## src/rtl/tscf_pkg.sv

```systemverilog
// Shared types, constants and character helper functions of the text stream filter.
package tscf_pkg;

  localparam int unsigned NumberDigits = 6;
  localparam int unsigned BcdW         = 4 * NumberDigits;
  localparam int unsigned MaxChars     = 4;
  localparam int unsigned CharCntW     = 3;
  localparam int unsigned PosW         = $clog2(NumberDigits + 6);
  localparam int unsigned QueueDepth   = 4;
  localparam int unsigned PtrW         = $clog2(QueueDepth);

  localparam logic [2:0] ModePlain    = 3'd0;
  localparam logic [2:0] ModeNumNb    = 3'd1;
  localparam logic [2:0] ModeShowEnds = 3'd2;
  localparam logic [2:0] ModeNumAll   = 3'd3;
  localparam logic [2:0] ModeSqueeze  = 3'd4;
  localparam logic [2:0] ModeShowTabs = 3'd5;

  localparam logic [7:0] CharTab    = 8'h09;
  localparam logic [7:0] CharNl     = 8'h0A;
  localparam logic [7:0] CharSpace  = 8'h20;
  localparam logic [7:0] CharDollar = 8'h24;
  localparam logic [7:0] CharDash   = 8'h2D;
  localparam logic [7:0] CharZero   = 8'h30;
  localparam logic [7:0] CharQuery  = 8'h3F;
  localparam logic [7:0] CharM      = 8'h4D;
  localparam logic [7:0] CharCaret  = 8'h5E;
  localparam logic [7:0] CharDel    = 8'h7F;
  localparam logic [7:0] CharMaxHi  = 8'hFF;

  localparam logic [1:0] RunMax = 2'd3;

  typedef struct packed {
    logic [MaxChars-1:0][7:0] chars;
    logic [CharCntW-1:0]      n_chars;
  } vis_t;

  typedef struct packed {
    logic                     num_en;
    logic [BcdW-1:0]          bcd;
    logic [MaxChars-1:0][7:0] chars;
    logic [CharCntW-1:0]      n_chars;
  } desc_t;

  // Saturating BCD increment: all nines hold their value.
  function automatic logic [BcdW-1:0] bcd_inc(input logic [BcdW-1:0] v);
    logic [BcdW-1:0] r;
    logic            carry;
    logic            all9;
    r     = v;
    carry = 1'b1;
    all9  = 1'b1;
    for (int i = 0; i < NumberDigits; i++) begin
      if (v[4*i +: 4] != 4'd9) all9 = 1'b0;
    end
    for (int i = 0; i < NumberDigits; i++) begin
      if (carry) begin
        if (r[4*i +: 4] == 4'd9) begin
          r[4*i +: 4] = 4'd0;
        end else begin
          r[4*i +: 4] = r[4*i +: 4] + 4'd1;
          carry       = 1'b0;
        end
      end
    end
    if (all9) r = v;
    return r;
  endfunction

  // Character for one column of the line number; leading zeros become spaces.
  function automatic logic [7:0] digit_char(input logic [BcdW-1:0] bcd, input int unsigned d);
    logic seen;
    seen = (d == 0);
    for (int unsigned i = 0; i < NumberDigits; i++) begin
      if (i >= d && bcd[4*i +: 4] != 4'd0) seen = 1'b1;
    end
    return seen ? (CharZero + {4'd0, bcd[4*d +: 4]}) : CharSpace;
  endfunction

  // Caret and M- notation of one byte; unless tabs are shown, a tab stays and a newline gets a $.
  function automatic vis_t visible(input logic [7:0] c, input logic tabs_visible);
    vis_t v;
    v.chars   = '0;
    v.n_chars = CharCntW'(1);
    if (c >= CharSpace && c < CharDel) begin
      v.chars[0] = c;
    end else if (c == CharDel) begin
      v.chars[0] = CharCaret;
      v.chars[1] = CharQuery;
      v.n_chars  = CharCntW'(2);
    end else if (c == CharMaxHi) begin
      v.chars   = {CharQuery, CharCaret, CharDash, CharM};
      v.n_chars = CharCntW'(4);
    end else if (c >= 8'd160) begin
      v.chars[0] = CharM;
      v.chars[1] = CharDash;
      v.chars[2] = c - 8'd128;
      v.n_chars  = CharCntW'(3);
    end else if (c >= 8'd128) begin
      v.chars   = {c - 8'd64, CharCaret, CharDash, CharM};
      v.n_chars = CharCntW'(4);
    end else if (c == CharTab && !tabs_visible) begin
      v.chars[0] = CharTab;
    end else if (c == CharNl) begin
      if (tabs_visible) begin
        v.chars[0] = CharNl;
      end else begin
        v.chars[0] = CharDollar;
        v.chars[1] = CharNl;
        v.n_chars  = CharCntW'(2);
      end
    end else begin
      v.chars[0] = CharCaret;
      v.chars[1] = c + 8'd64;
      v.n_chars  = CharCntW'(2);
    end
    return v;
  endfunction

endpackage

```

## src/rtl/tscf_front.sv

```systemverilog
// Front end: mode register, line state and classification of each input byte.
module tscf_front (
  input  logic                 clk_i,
  input  logic                 rst_ni,
  input  logic                 cfg_we_i,
  input  logic [2:0]           cfg_wdata_i,
  input  logic                 in_valid_i,
  input  logic [7:0]           in_byte_i,
  input  logic                 file_start_i,
  input  logic                 full_i,
  output logic                 push_o,
  output tscf_pkg::desc_t      desc_o
);

  logic [2:0]                mode_q;
  logic [tscf_pkg::BcdW-1:0] line_q, line_d;
  logic                      prev_nl_q, prev_nl_d;
  logic [1:0]                run_q, run_d, run_base;
  logic                      accept;
  logic                      nl;
  logic                      number;
  logic                      emit;
  tscf_pkg::vis_t            vis;

  assign accept = in_valid_i && !full_i;
  assign nl     = (in_byte_i == tscf_pkg::CharNl);
  assign run_base = file_start_i ? 2'd0 : run_q;
  assign vis    = tscf_pkg::visible(in_byte_i, mode_q == tscf_pkg::ModeShowTabs);

  always_comb begin
    line_d         = line_q;
    prev_nl_d      = prev_nl_q;
    run_d          = run_base;
    number         = 1'b0;
    emit           = 1'b1;
    desc_o.num_en  = 1'b0;
    desc_o.bcd     = line_q;
    desc_o.chars   = '0;
    desc_o.chars[0] = in_byte_i;
    desc_o.n_chars = tscf_pkg::CharCntW'(1);
    unique case (mode_q) inside
      tscf_pkg::ModeNumNb, tscf_pkg::ModeNumAll: begin
        number        = prev_nl_q && (mode_q == tscf_pkg::ModeNumAll || !nl);
        prev_nl_d     = nl;
        desc_o.num_en = number;
        if (number) line_d = tscf_pkg::bcd_inc(line_q);
      end
      tscf_pkg::ModeShowEnds, tscf_pkg::ModeShowTabs: begin
        desc_o.chars   = vis.chars;
        desc_o.n_chars = vis.n_chars;
      end
      tscf_pkg::ModeSqueeze: begin
        if (nl) begin
          run_d = (run_base == tscf_pkg::RunMax) ? tscf_pkg::RunMax : run_base + 2'd1;
        end else begin
          run_d = 2'd0;
        end
        emit = (run_d != tscf_pkg::RunMax);
      end
      default: begin
      end
    endcase
  end

  assign push_o = accept && emit;

  always_ff @(posedge clk_i or negedge rst_ni) begin
    if (!rst_ni) begin
      mode_q    <= tscf_pkg::ModePlain;
      line_q    <= tscf_pkg::BcdW'(1);
      prev_nl_q <= 1'b1;
      run_q     <= 2'd0;
    end else begin
      if (cfg_we_i) mode_q <= cfg_wdata_i;
      if (accept) begin
        line_q    <= line_d;
        prev_nl_q <= prev_nl_d;
        run_q     <= run_d;
      end
    end
  end

endmodule

```

## src/rtl/tscf_fifo.sv

```systemverilog
// Short descriptor queue between the front end and the character emitter.
module tscf_fifo (
  input  logic                 clk_i,
  input  logic                 rst_ni,
  input  logic                 push_i,
  input  tscf_pkg::desc_t      push_desc_i,
  input  logic                 pop_i,
  output logic                 full_o,
  output logic                 valid_o,
  output tscf_pkg::desc_t      head_o
);

  tscf_pkg::desc_t              mem_q [tscf_pkg::QueueDepth];
  logic [tscf_pkg::PtrW-1:0]    wr_ptr_q, rd_ptr_q;
  logic [tscf_pkg::PtrW:0]      cnt_q;

  assign full_o  = (cnt_q == (tscf_pkg::PtrW+1)'(tscf_pkg::QueueDepth));
  assign valid_o = (cnt_q != '0);
  assign head_o  = mem_q[rd_ptr_q];

  always_ff @(posedge clk_i) begin
    if (push_i) mem_q[wr_ptr_q] <= push_desc_i;
  end

  always_ff @(posedge clk_i or negedge rst_ni) begin
    if (!rst_ni) begin
      wr_ptr_q <= '0;
      rd_ptr_q <= '0;
      cnt_q    <= '0;
    end else begin
      if (push_i) wr_ptr_q <= wr_ptr_q + 1'b1;
      if (pop_i)  rd_ptr_q <= rd_ptr_q + 1'b1;
      if (push_i && !pop_i) begin
        cnt_q <= cnt_q + 1'b1;
      end else if (pop_i && !push_i) begin
        cnt_q <= cnt_q - 1'b1;
      end
    end
  end

`ifndef SYNTHESIS
  a_cnt_bound: assert property (@(posedge clk_i) disable iff (!rst_ni)
    cnt_q <= (tscf_pkg::PtrW+1)'(tscf_pkg::QueueDepth))
    else $error("queue count above depth");
  a_no_pop_empty: assert property (@(posedge clk_i) disable iff (!rst_ni)
    pop_i |-> valid_o)
    else $error("pop from empty queue");
  a_no_push_full: assert property (@(posedge clk_i) disable iff (!rst_ni)
    push_i |-> !full_o)
    else $error("push into full queue");
`endif

endmodule

```

## src/rtl/tscf_back.sv

```systemverilog
// Back end: walks descriptors, one character per cycle to the output register when not stalled.
module tscf_back (
  input  logic                 clk_i,
  input  logic                 rst_ni,
  input  logic                 head_valid_i,
  input  tscf_pkg::desc_t      head_i,
  output logic                 pop_o,
  output logic                 out_valid_o,
  input  logic                 out_stall_i,
  output logic [7:0]           out_char_o,
  output logic                 last_of_run_o
);

  logic [tscf_pkg::PosW-1:0] pos_q, pos_d;
  logic [tscf_pkg::PosW-1:0] off, total, rel;
  logic                      is_last;
  logic                      load;
  logic [7:0]                ch;
  logic                      out_valid_q;
  logic [7:0]                out_char_q;
  logic                      out_last_q;

  assign off     = head_i.num_en ? tscf_pkg::PosW'(tscf_pkg::NumberDigits + 1) : '0;
  assign total   = off + tscf_pkg::PosW'(head_i.n_chars);
  assign rel     = pos_q - off;
  assign is_last = (pos_q == total - 1'b1);
  assign load    = head_valid_i && (!out_valid_q || !out_stall_i);
  assign pop_o   = load && is_last;

  always_comb begin
    ch = head_i.chars[rel[1:0]];
    if (head_i.num_en) begin
      for (int unsigned k = 0; k < tscf_pkg::NumberDigits; k++) begin
        if (pos_q == tscf_pkg::PosW'(k)) begin
          ch = tscf_pkg::digit_char(head_i.bcd, tscf_pkg::NumberDigits - 1 - k);
        end
      end
      if (pos_q == tscf_pkg::PosW'(tscf_pkg::NumberDigits)) ch = tscf_pkg::CharTab;
    end
  end

  always_comb begin
    pos_d = pos_q;
    if (load) pos_d = is_last ? '0 : pos_q + 1'b1;
  end

  always_ff @(posedge clk_i or negedge rst_ni) begin
    if (!rst_ni) begin
      pos_q       <= '0;
      out_valid_q <= 1'b0;
    end else begin
      pos_q <= pos_d;
      if (!out_valid_q || !out_stall_i) out_valid_q <= head_valid_i;
    end
  end

  always_ff @(posedge clk_i) begin
    if (load) begin
      out_char_q <= ch;
      out_last_q <= is_last;
    end
  end

  assign out_valid_o   = out_valid_q;
  assign out_char_o    = out_char_q;
  assign last_of_run_o = out_last_q;

`ifndef SYNTHESIS
  a_pos_in_range: assert property (@(posedge clk_i) disable iff (!rst_ni)
    head_valid_i |-> (pos_q < total))
    else $error("character position beyond descriptor length");
  a_pos_idle_zero: assert property (@(posedge clk_i) disable iff (!rst_ni)
    !head_valid_i |-> (pos_q == '0))
    else $error("position left over without a queued descriptor");
  a_out_hold: assert property (@(posedge clk_i) disable iff (!rst_ni)
    (out_valid_q && out_stall_i) |=>
      (out_valid_q && $stable(out_char_q) && $stable(out_last_q)))
    else $error("stalled output transfer changed");
`endif

endmodule

```

## src/rtl/text_stream_cat_filter.sv

```systemverilog
// Top level of the text stream filter: front end, descriptor queue and character emitter.
// The first character of a byte passes through its queue entry and then the output register
// before it is presented. Throughput: one input byte per cycle while each byte yields one
// character and the output does not stall; an expanded byte holds the emitter for all of its
// characters at one per cycle, which then bounds the rate; the four-entry queue absorbs bursts.
// Reset clears the mode to plain copy, the line number to one, the newline flag to set, the
// newline run to zero and empties the queue; no clearing pass is needed.
module text_stream_cat_filter (
  input  logic       clk_i,
  input  logic       rst_ni,
  input  logic       cfg_we_i,
  input  logic [2:0] cfg_wdata_i,
  input  logic       in_valid_i,
  output logic       in_stall_o,
  input  logic [7:0] in_byte_i,
  input  logic       file_start_i,
  output logic       out_valid_o,
  input  logic       out_stall_i,
  output logic [7:0] out_char_o,
  output logic       last_of_run_o
);

  // Handshake between the front end and the queue: a byte that produces
  // characters becomes one descriptor; a squeezed newline produces none.
  logic            push;
  logic            full;
  tscf_pkg::desc_t push_desc;

  // Queue head as seen by the emitter.
  logic            head_valid;
  tscf_pkg::desc_t head;
  logic            pop;

  // The input side stalls only when the queue is full, so it keeps taking
  // bytes while the output register still holds a character.
  assign in_stall_o = full;

  tscf_front u_front (
    .clk_i        (clk_i),
    .rst_ni       (rst_ni),
    .cfg_we_i     (cfg_we_i),
    .cfg_wdata_i  (cfg_wdata_i),
    .in_valid_i   (in_valid_i),
    .in_byte_i    (in_byte_i),
    .file_start_i (file_start_i),
    .full_i       (full),
    .push_o       (push),
    .desc_o       (push_desc)
  );

  tscf_fifo u_fifo (
    .clk_i       (clk_i),
    .rst_ni      (rst_ni),
    .push_i      (push),
    .push_desc_i (push_desc),
    .pop_i       (pop),
    .full_o      (full),
    .valid_o     (head_valid),
    .head_o      (head)
  );

  // The emitter walks the line number columns, the tab and then the
  // character expansion of the byte, one transfer per cycle while the output is not stalled.
  tscf_back u_back (
    .clk_i         (clk_i),
    .rst_ni        (rst_ni),
    .head_valid_i  (head_valid),
    .head_i        (head),
    .pop_o         (pop),
    .out_valid_o   (out_valid_o),
    .out_stall_i   (out_stall_i),
    .out_char_o    (out_char_o),
    .last_of_run_o (last_of_run_o)
  );

endmodule
```

## config.mk

```make
export PLATFORM = sky130hd
export DESIGN_NAME = text_stream_cat_filter
export DESIGN_NICKNAME = d
export VERILOG_FILES = /design/src/rtl/tscf_pkg.sv /design/src/rtl/tscf_front.sv /design/src/rtl/tscf_fifo.sv /design/src/rtl/tscf_back.sv /design/src/rtl/text_stream_cat_filter.sv
export SDC_FILE = /design/constraint.sdc
export NUM_CORES = 1
export LEC_CHECK = 0
export BUFFER_PORTS_ARGS = -buffer_cell sky130_fd_sc_hd__clkbuf_2
export CORE_ASPECT_RATIO = 1.2
export CORE_MARGIN = 10
export CORE_UTILIZATION = 25
export DETAILED_ROUTE_END_ITERATION = 8
export PLACE_DENSITY = 0.49
export SLEW_MARGIN = 20
export SYNTH_ARGS = -nofsm -noshare
export SYNTH_HDL_FRONTEND = slang
export SYNTH_SLANG_ARGS = --single-unit
```

## constraint.sdc

```tcl
create_clock -name clk_i -period 5.3 [get_ports clk_i]
set_input_delay 0 -clock clk_i [delete_from_list [all_inputs] [get_ports clk_i]]
set_output_delay 0 -clock clk_i [all_outputs]
set_load 0.05 [all_outputs]
```

# Word level (Yosys, flattened, before mapping)

Memories as Yosys holds them, arrays and structs flattened.
Index checks and enable logic that the tools add are counted.
W data, S select, Z words.

Word-level logic and storage cells: 220
Register bits after elaboration: 51
Memories: 1
Memory bits (writable): 240
Output and inout bits: 11

Magnitude comparators: 5
Muxes and demuxes: 107
Reductions and logical operators: 35
Bitwise gates (word level): 1
Equality and inequality tests: 31
Add/subtract/negate cells: 24

Memories:

| name         | words | bits a word | rd ports | clocked after Yosys merged registers in | wr ports | RTL line        | text |
|---|---|---|---|---|---|---|---|
| u_fifo.mem_q | 4     | 60          | 1        | 0                                       | 1        | tscf_fifo.sv:13 | `tscf_pkg::desc_t mem_q [tscf_pkg::QueueDepth];` |

Operator list:

| operator              | count |
|---|---|
| $mux W8               | 19 |
| $mux W35              | 2 |
| $mux W1               | 58 |
| $mux W19              | 3 |
| $add A6 B4 Y7 const A | 6 |
| $mux W16              | 2 |
| $mux W4               | 8 |
| $add A4 B1 Y4 const B | 7 |
| $mux W27              | 1 |
| $reduce_and A5 Y1     | 5 |
| $eq A4 B4 Y1 const B  | 6 |
| $mux W24              | 1 |
| $ne A4 B4 Y1 const B  | 6 |
| $reduce_bool A4 Y1    | 5 |
| $bmux W8 S2           | 1 |
| $eq A8 B4 Y1 const B  | 2 |
| $ge A8 B8 Y1 const B  | 2 |
| $mux W3               | 5 |
| $eq A4 B3 Y1 const B  | 3 |
| $mux W2               | 6 |
| $eq A3 B3 Y1 const B  | 3 |
| $logic_and A1 B1 Y1   | 9 |
| $add A8 B7 Y8 const B | 1 |
| $eq A4 B2 Y1 const B  | 2 |
| other kinds (29)      | 40 |

# Depth between registers and ports, before layout

Word-level depth: 19
Mapped depth: 22
Gate-level depth less buffers: 17

# Modules after synthesis

Synthesis repeated with hierarchy kept, for this count alone.

Cells, all modules: 800
Area, all modules: 13076.3 sq um

Modules (own cells, without submodules):

| module     | area an instance (sq um) | cells an instance | times used |
|---|---|---|---|
| tscf_fifo  | 9122.5                   | 348               | 1 |
| tscf_front | 2239.6                   | 251               | 1 |
| tscf_back  | 1714.1                   | 201               | 1 |

# Least setup slack after synthesis

No wires, ideal clock.

Path kind: register to register
From: register u_fifo.rd_ptr_q[0] in the netlist's numbering
To: register u_fifo.cnt_q[1] in the netlist's numbering
Required time: 5.175 ns
Stages on the path, launching flop included: 21
Library setup time: 0.125 ns
Path slack: 1.140 ns
Period minus slack after synthesis: 4.160 ns
Data arrival time: 4.035 ns
Cell sequence: dfrtp_1 -> buf_6 -> buf_12 -> buf_4 -> buf_4 -> mux4_2 -> inv_1 -> ha_1 -> inv_1 -> ha_1 -> inv_1 -> fa_1 -> xnor2_1 -> xnor2_1 -> and4_1 -> clkbuf_1 -> nand2_1 -> ha_1 -> inv_1 -> fa_1 -> mux2_2

Word-level cells in the longest chain between the ends: 9

RTL lines:

| what                                                 | RTL line        | text |
|---|---|---|
| start: declaration                                   | tscf_fifo.sv:14 | `logic [tscf_pkg::PtrW-1:0] wr_ptr_q, rd_ptr_q;` |
| start signal: assignment                             | tscf_fifo.sv:32 | `if (pop_i) rd_ptr_q <= rd_ptr_q + 1'b1;` |
| $mem_v2 Z4 W60 (*)                                   | n/a             |  |
| $mux W3                                              | tscf_back.sv:23 | `assign off = head_i.num_en ? tscf_pkg::PosW'(tscf_pkg::NumberDigits + 1) : '0;` |
| $add A3 B3 Y4 (*)                                    | tscf_back.sv:24 | `assign total = off + tscf_pkg::PosW'(head_i.n_chars);` |
| $sub A4 B1 Y4 (*)                                    | tscf_back.sv:26 | `assign is_last = (pos_q == total - 1'b1);` |
| $eq A4 B4 Y1 (*)                                     | tscf_back.sv:26 |  |
| net u_back.is_last                                   | tscf_back.sv:16 | `logic is_last;` |
| $logic_and A1 B1 Y1 (*)                              | tscf_back.sv:28 | `assign pop_o = load && is_last;` |
| $logic_not A1 Y1                                     | tscf_fifo.sv:33 | `if (push_i && !pop_i) begin` |
| $logic_and A1 B1 Y1                                  | tscf_fifo.sv:33 |  |
| $mux W3 / $reduce_bool A2 Y1 (equally long branches) | n/a             |  |
| end signal: assignment                               | tscf_fifo.sv:34 | `cnt_q <= cnt_q + 1'b1;` |
| end signal: assignment                               | tscf_fifo.sv:36 | `cnt_q <= cnt_q - 1'b1;` |
| end: declaration                                     | tscf_fifo.sv:15 | `logic [tscf_pkg::PtrW:0] cnt_q;` |

The timed path passes the listed nets; every way through them passes the cells marked *.
A chain may end at the register's enable or synchronous reset.

# Worst setup path in the final report

From: register u_fifo.rd_ptr_q[0] in the netlist's numbering
To: register u_fifo.cnt_q[1] in the netlist's numbering

Word-level cells in the longest chain between the ends: 9

RTL lines:

| what                                                 | RTL line |
|---|---|
| $mem_v2 Z4 W60 (*)                                   | n/a |
| $mux W3                                              | tscf_back.sv:23 |
| $add A3 B3 Y4 (*)                                    | tscf_back.sv:24 |
| $sub A4 B1 Y4 (*)                                    | tscf_back.sv:26 |
| $eq A4 B4 Y1 (*)                                     | tscf_back.sv:26 |
| $logic_and A1 B1 Y1 (*)                              | tscf_back.sv:28 |
| $logic_not A1 Y1                                     | tscf_fifo.sv:33 |
| $logic_and A1 B1 Y1                                  | tscf_fifo.sv:33 |
| $mux W3 / $reduce_bool A2 Y1 (equally long branches) | n/a |

Every way passes the cells marked *; elsewhere a longest branch is shown, timed or not.

==> results.cfg <==
[die]
start_util_pct = 25.3
floorplan.die.width_microns = 226
fp.dieArea_sq_mm = 0.0604
std_cell_rows = 90
die_h_microns = 267
core_area_sq_mm = 0.0503
boundaryPins = 28

[routing]
initial_detailed_routing_violation_count = 342
drc_errors = 0
routed-via-count = 6788
firstDrtPassIters = 4
avgRoutedWirePerCell_microns = 18.7
drt.antenna.violating_nets = 0
vias_per_cell = 4.56
postRouteWirelength_microns = 27900

[hold_path]
worst_hold_path_type = input pin to asynchronous set/reset pin

[placement]
pre_cts_ws_ns = 0.932
detailedPlacementHpwl_microns = 17600
globalplace.congestion = 0.792
io_buffer_count = 27

[timing]
max-slew-margin-rel_pct = 29.0
clock-skew-final_ns = 0.0117
fin_crit_ns = 4.34
hold_viol_final = 0
achievable-frequency_mhz = 230
finalMaxSlewViolations = 0
whs_ns = 0.117
grt_setup_unrepaired = false
totalNegativeSetupSlack_ns = 0
post-route-period-util_pct = 81.9
postLayoutSetupSlackWorst_ns = 0.959
tightest_slew_ns = 1.07
setup_viol = 0

[grt]
global_route.overflow_total = 0
grt_first_pass_wirelength_microns = 43700
vias_in_the_first_global_route = 7265
number_of_antenna_violations_at_the_first_check_in_global_routing = 0
grt_max_degree = 61
grt_util_all_layers_pct = 9.30

[power]
power.density_cell_area_mw_per_mm2 = 526
power_frac_seq_pct = 39.8
netSwitchingPower_mw = 2.53
total_power_mw = 7.77
fraction_of_power_consumed_by_the_clock_network_pct = 26.4
int_pwr_mw = 5.24
largest_vdd_supply_drop_v = 0.000237
swShare_pct = 32.6
static-leakage-power_nw = 5.28
power_frac_comb_pct = 33.8

[worst_setup_path]
timing.critical_path.required_ns = 5.72
worstSetupEndpointType = flop
regToRegSetupSlack_ns = 0.96
arrival_time_reported_for_the_critical_path_endpoint_ns = 4.77
critical_path_startpoint_category = flop
highest_fanout_seen_on_the_critical_path = 60
timing_worst_setup_path_type = flop to flop

[synthesis]
synth.yosys.warnings = 0
netlist-cell-type-count = 73
synth_top_area_share_pct = 58.8
synth_area_leaders = edfxtp_1, mux4_2, dfrtp_1
flip_flop_cell_with_the_highest_count_after_synthesis = edfxtp_1
synth-edff-count = 249
ys_seq_elements = 291
async_flop_share_pct = 14.4
synth_area_per_cell_sq_um = 16.8
synth_largest_area_cell = edfxtp_1
synth.cell_area_sq_mm = 0.0127
synth_sequential_area_ratio_pct = 67.0
postSynthCellCount = 758

[clocking]
cts_sinks = 291
clock_tree.htree_level_count = 1
insertion_delay_ns = 0.55
cts.reportedPaths.clkPinSlew_ns = 0.06
root_buffer = clkbuf_16
post_cts_resize_count = 0
cts_post_setup_buffers_inserted = 0
cts_tree = built
cts_made_buffers = 29
cts_buffer_depth = 3

[layout]
antenna_cells_inserted = 0
postLayoutCoreUtil_pct = 29.3
design.final.nets = 858
areaGrowthSynthToFinish_pct = 16.0
final_layout_size_suffix_gt1_share_pct = 21.0

[run_status]
status = complete, no violations

[run]
drv_cap = 0
## per-stage QoR
stage          instance area [sq um]  instances
2_1_floorplan                  12700        761
3_3_place_gp                   13600       1415
3_5_place_dp                   13600       1415
4_1_cts                        14800       1487
5_1_grt                        14800       1487
6_report                       14800       1487
## synthesized netlist by cell type (4+ instances only)
cell type and n:
nand2b_1 6, nor2_1 30, nand2_1 45, a211oi_1 4
buf_4 8, a21oi_1 24, mux4_2 61, nor2b_1 5
a22o_1 6, mux2i_1 5, nand3_1 17, and3_1 6
xnor2_1 21, dfrtp_1 40, ha_1 18, xor2_1 5
o21ai_0 24, a21o_1 10, and2_1 19, a31oi_1 6
clkbuf_1 14, nand3b_1 5, nand4_1 5, edfxtp_1 249
inv_1 26, mux2_2 11, mux4_1 6, nor3_1 11
## cell type report
class                      count  area, sq um
clock buffer                  46          860
clock inverter                 7          104
fill                        4913        35600
inverter                      26         97.6
multi-input combinational    414         3930
sequential                   291         8540
tap                          644          806
timing repair buffer          59          435
## flip-flops by register name (all words and copies together), names as in the netlist
name,cells
u_fifo.wr_ptr_q,2
u_fifo.mem_q,240
u_front.prev_nl_q,1
u_back.pos_q,4
u_front.mode_q,3
u_back.last_of_run_o,1
u_back.out_char_o,8
u_back.out_valid_o,1
u_fifo.cnt_q,3
u_front.run_q,2
u_front.line_q,24
u_fifo.rd_ptr_q,2
## power by group through the flow
stage          logic [mW]  clock network [mW]  registers [mW]
5_1_grt              2.88                2.20            3.12
4_1_cts              2.71                2.12            3.10
3_3_place_gp         2.69                   0            3.14
6_report             2.63                2.05            3.09
3_5_place_dp         2.69                   0            3.14
2_1_floorplan        1.88                   0            3.21
## worst paths after layout
check,from,cells past startpoint,endpoint
max,u_fifo.rd_ptr_q[0]$_DFFE_PN0P_,16,u_fifo.cnt_q[1]$_DFFE_PN0P_
min,rst_ni,3,u_front.line_q[9]$_DFFE_PN0P_
max reg2reg,u_fifo.rd_ptr_q[0]$_DFFE_PN0P_,16,u_fifo.cnt_q[1]$_DFFE_PN0P_
min reg2reg,u_fifo.cnt_q[2]$_DFFE_PN0P_,1,u_fifo.cnt_q[2]$_DFFE_PN0P_
max in group asynchronous,rst_ni,3,u_fifo.rd_ptr_q[0]$_DFFE_PN0P_
min in group clk_i,out_stall_i,4,u_back.out_valid_o$_DFFE_PN0N_
## worst max-delay path: stages, from the launching register on
cell     delay, ns
dfrtp_4       0.43
buf_12        0.43
mux4_2        0.56
inv_1         0.07
ha_1          0.21
inv_1         0.05
ha_1          0.13
inv_1         0.04
fa_1          0.37
xnor2_1       0.19
xnor2_1       0.13
and4_1        0.35
nand2_1       0.20
ha_1          0.27
inv_1         0.08
fa_1          0.38
mux2_2        0.27
## cells by family (layout without fill, tap and decap cells)
kind of cell    count (synthesis)  count (layout)  synth area share, %
compound gates                102             102                 5.45
xor+xnor                       28              28                 2.09
fa+ha+maj                      20              20                 2.08
buf+inv                        56             138                 2.21
flops                         291             291                 67.0
mux                            83              83                 13.4
other cells                     1               4               0.0295
simple gates                  177             177                 7.68
## repair_timing
| item | in CTS | in global routing |
|---|---|---|
| hold buffers | 19 | 0 |
| endpoints found under the hold margin | 122 | 0 |
| endpoints found under the setup margin | 0 | 0 |
## cells in the final DEF, fill, tap and decap left out, types with 4 or more instances in the layout
cell           synthesis  layout
a21oi_1               24      24
nor2b_1                5       5
conb_1                 1       4
buf_4                  8      12
a21o_1                10      10
nand3b_1               5       5
and3_1                 6       6
mux2_2                11      11
nand3_1               17      17
mux2i_1                5       5
mux4_2                61      61
and2_1                19      15
ha_1                  18      18
a31oi_1                6       6
inv_1                 26      26
a22o_1                 6       6
clkbuf_8               0       7
nand4_1                5       5
nand2_1               45      45
xnor2_1               21      21
clkbuf_16              0      29
clkbuf_1              14      10
dfrtp_1               40      38
and2_2                 0       4
xor2_1                 5       5
nor3_1                11      11
nand2b_1               6       6
mux4_1                 6       6
dlygate4sd3_1          0      19
o21ai_0               24      24
clkbuf_2               0      27
a211oi_1               4       4
nor2_1                30      30
edfxtp_1             249     249
## per-layer routing
metal / track usage (%) / vias to the layer above / wire [microns] / part of all wire [%]
li1: - / 3121 / - / -
met1: 11.5 / 3532 / 12300 / 44
met2: 16.6 / 107 / 14300 / 51
met3: 1.09 / 28 / 828 / 3.0
met4: 2.78 / 0 / 485 / 1.7
met5: 0 / - / 0 / 0
No activity file was read; power rests on OpenSTA's default activity.
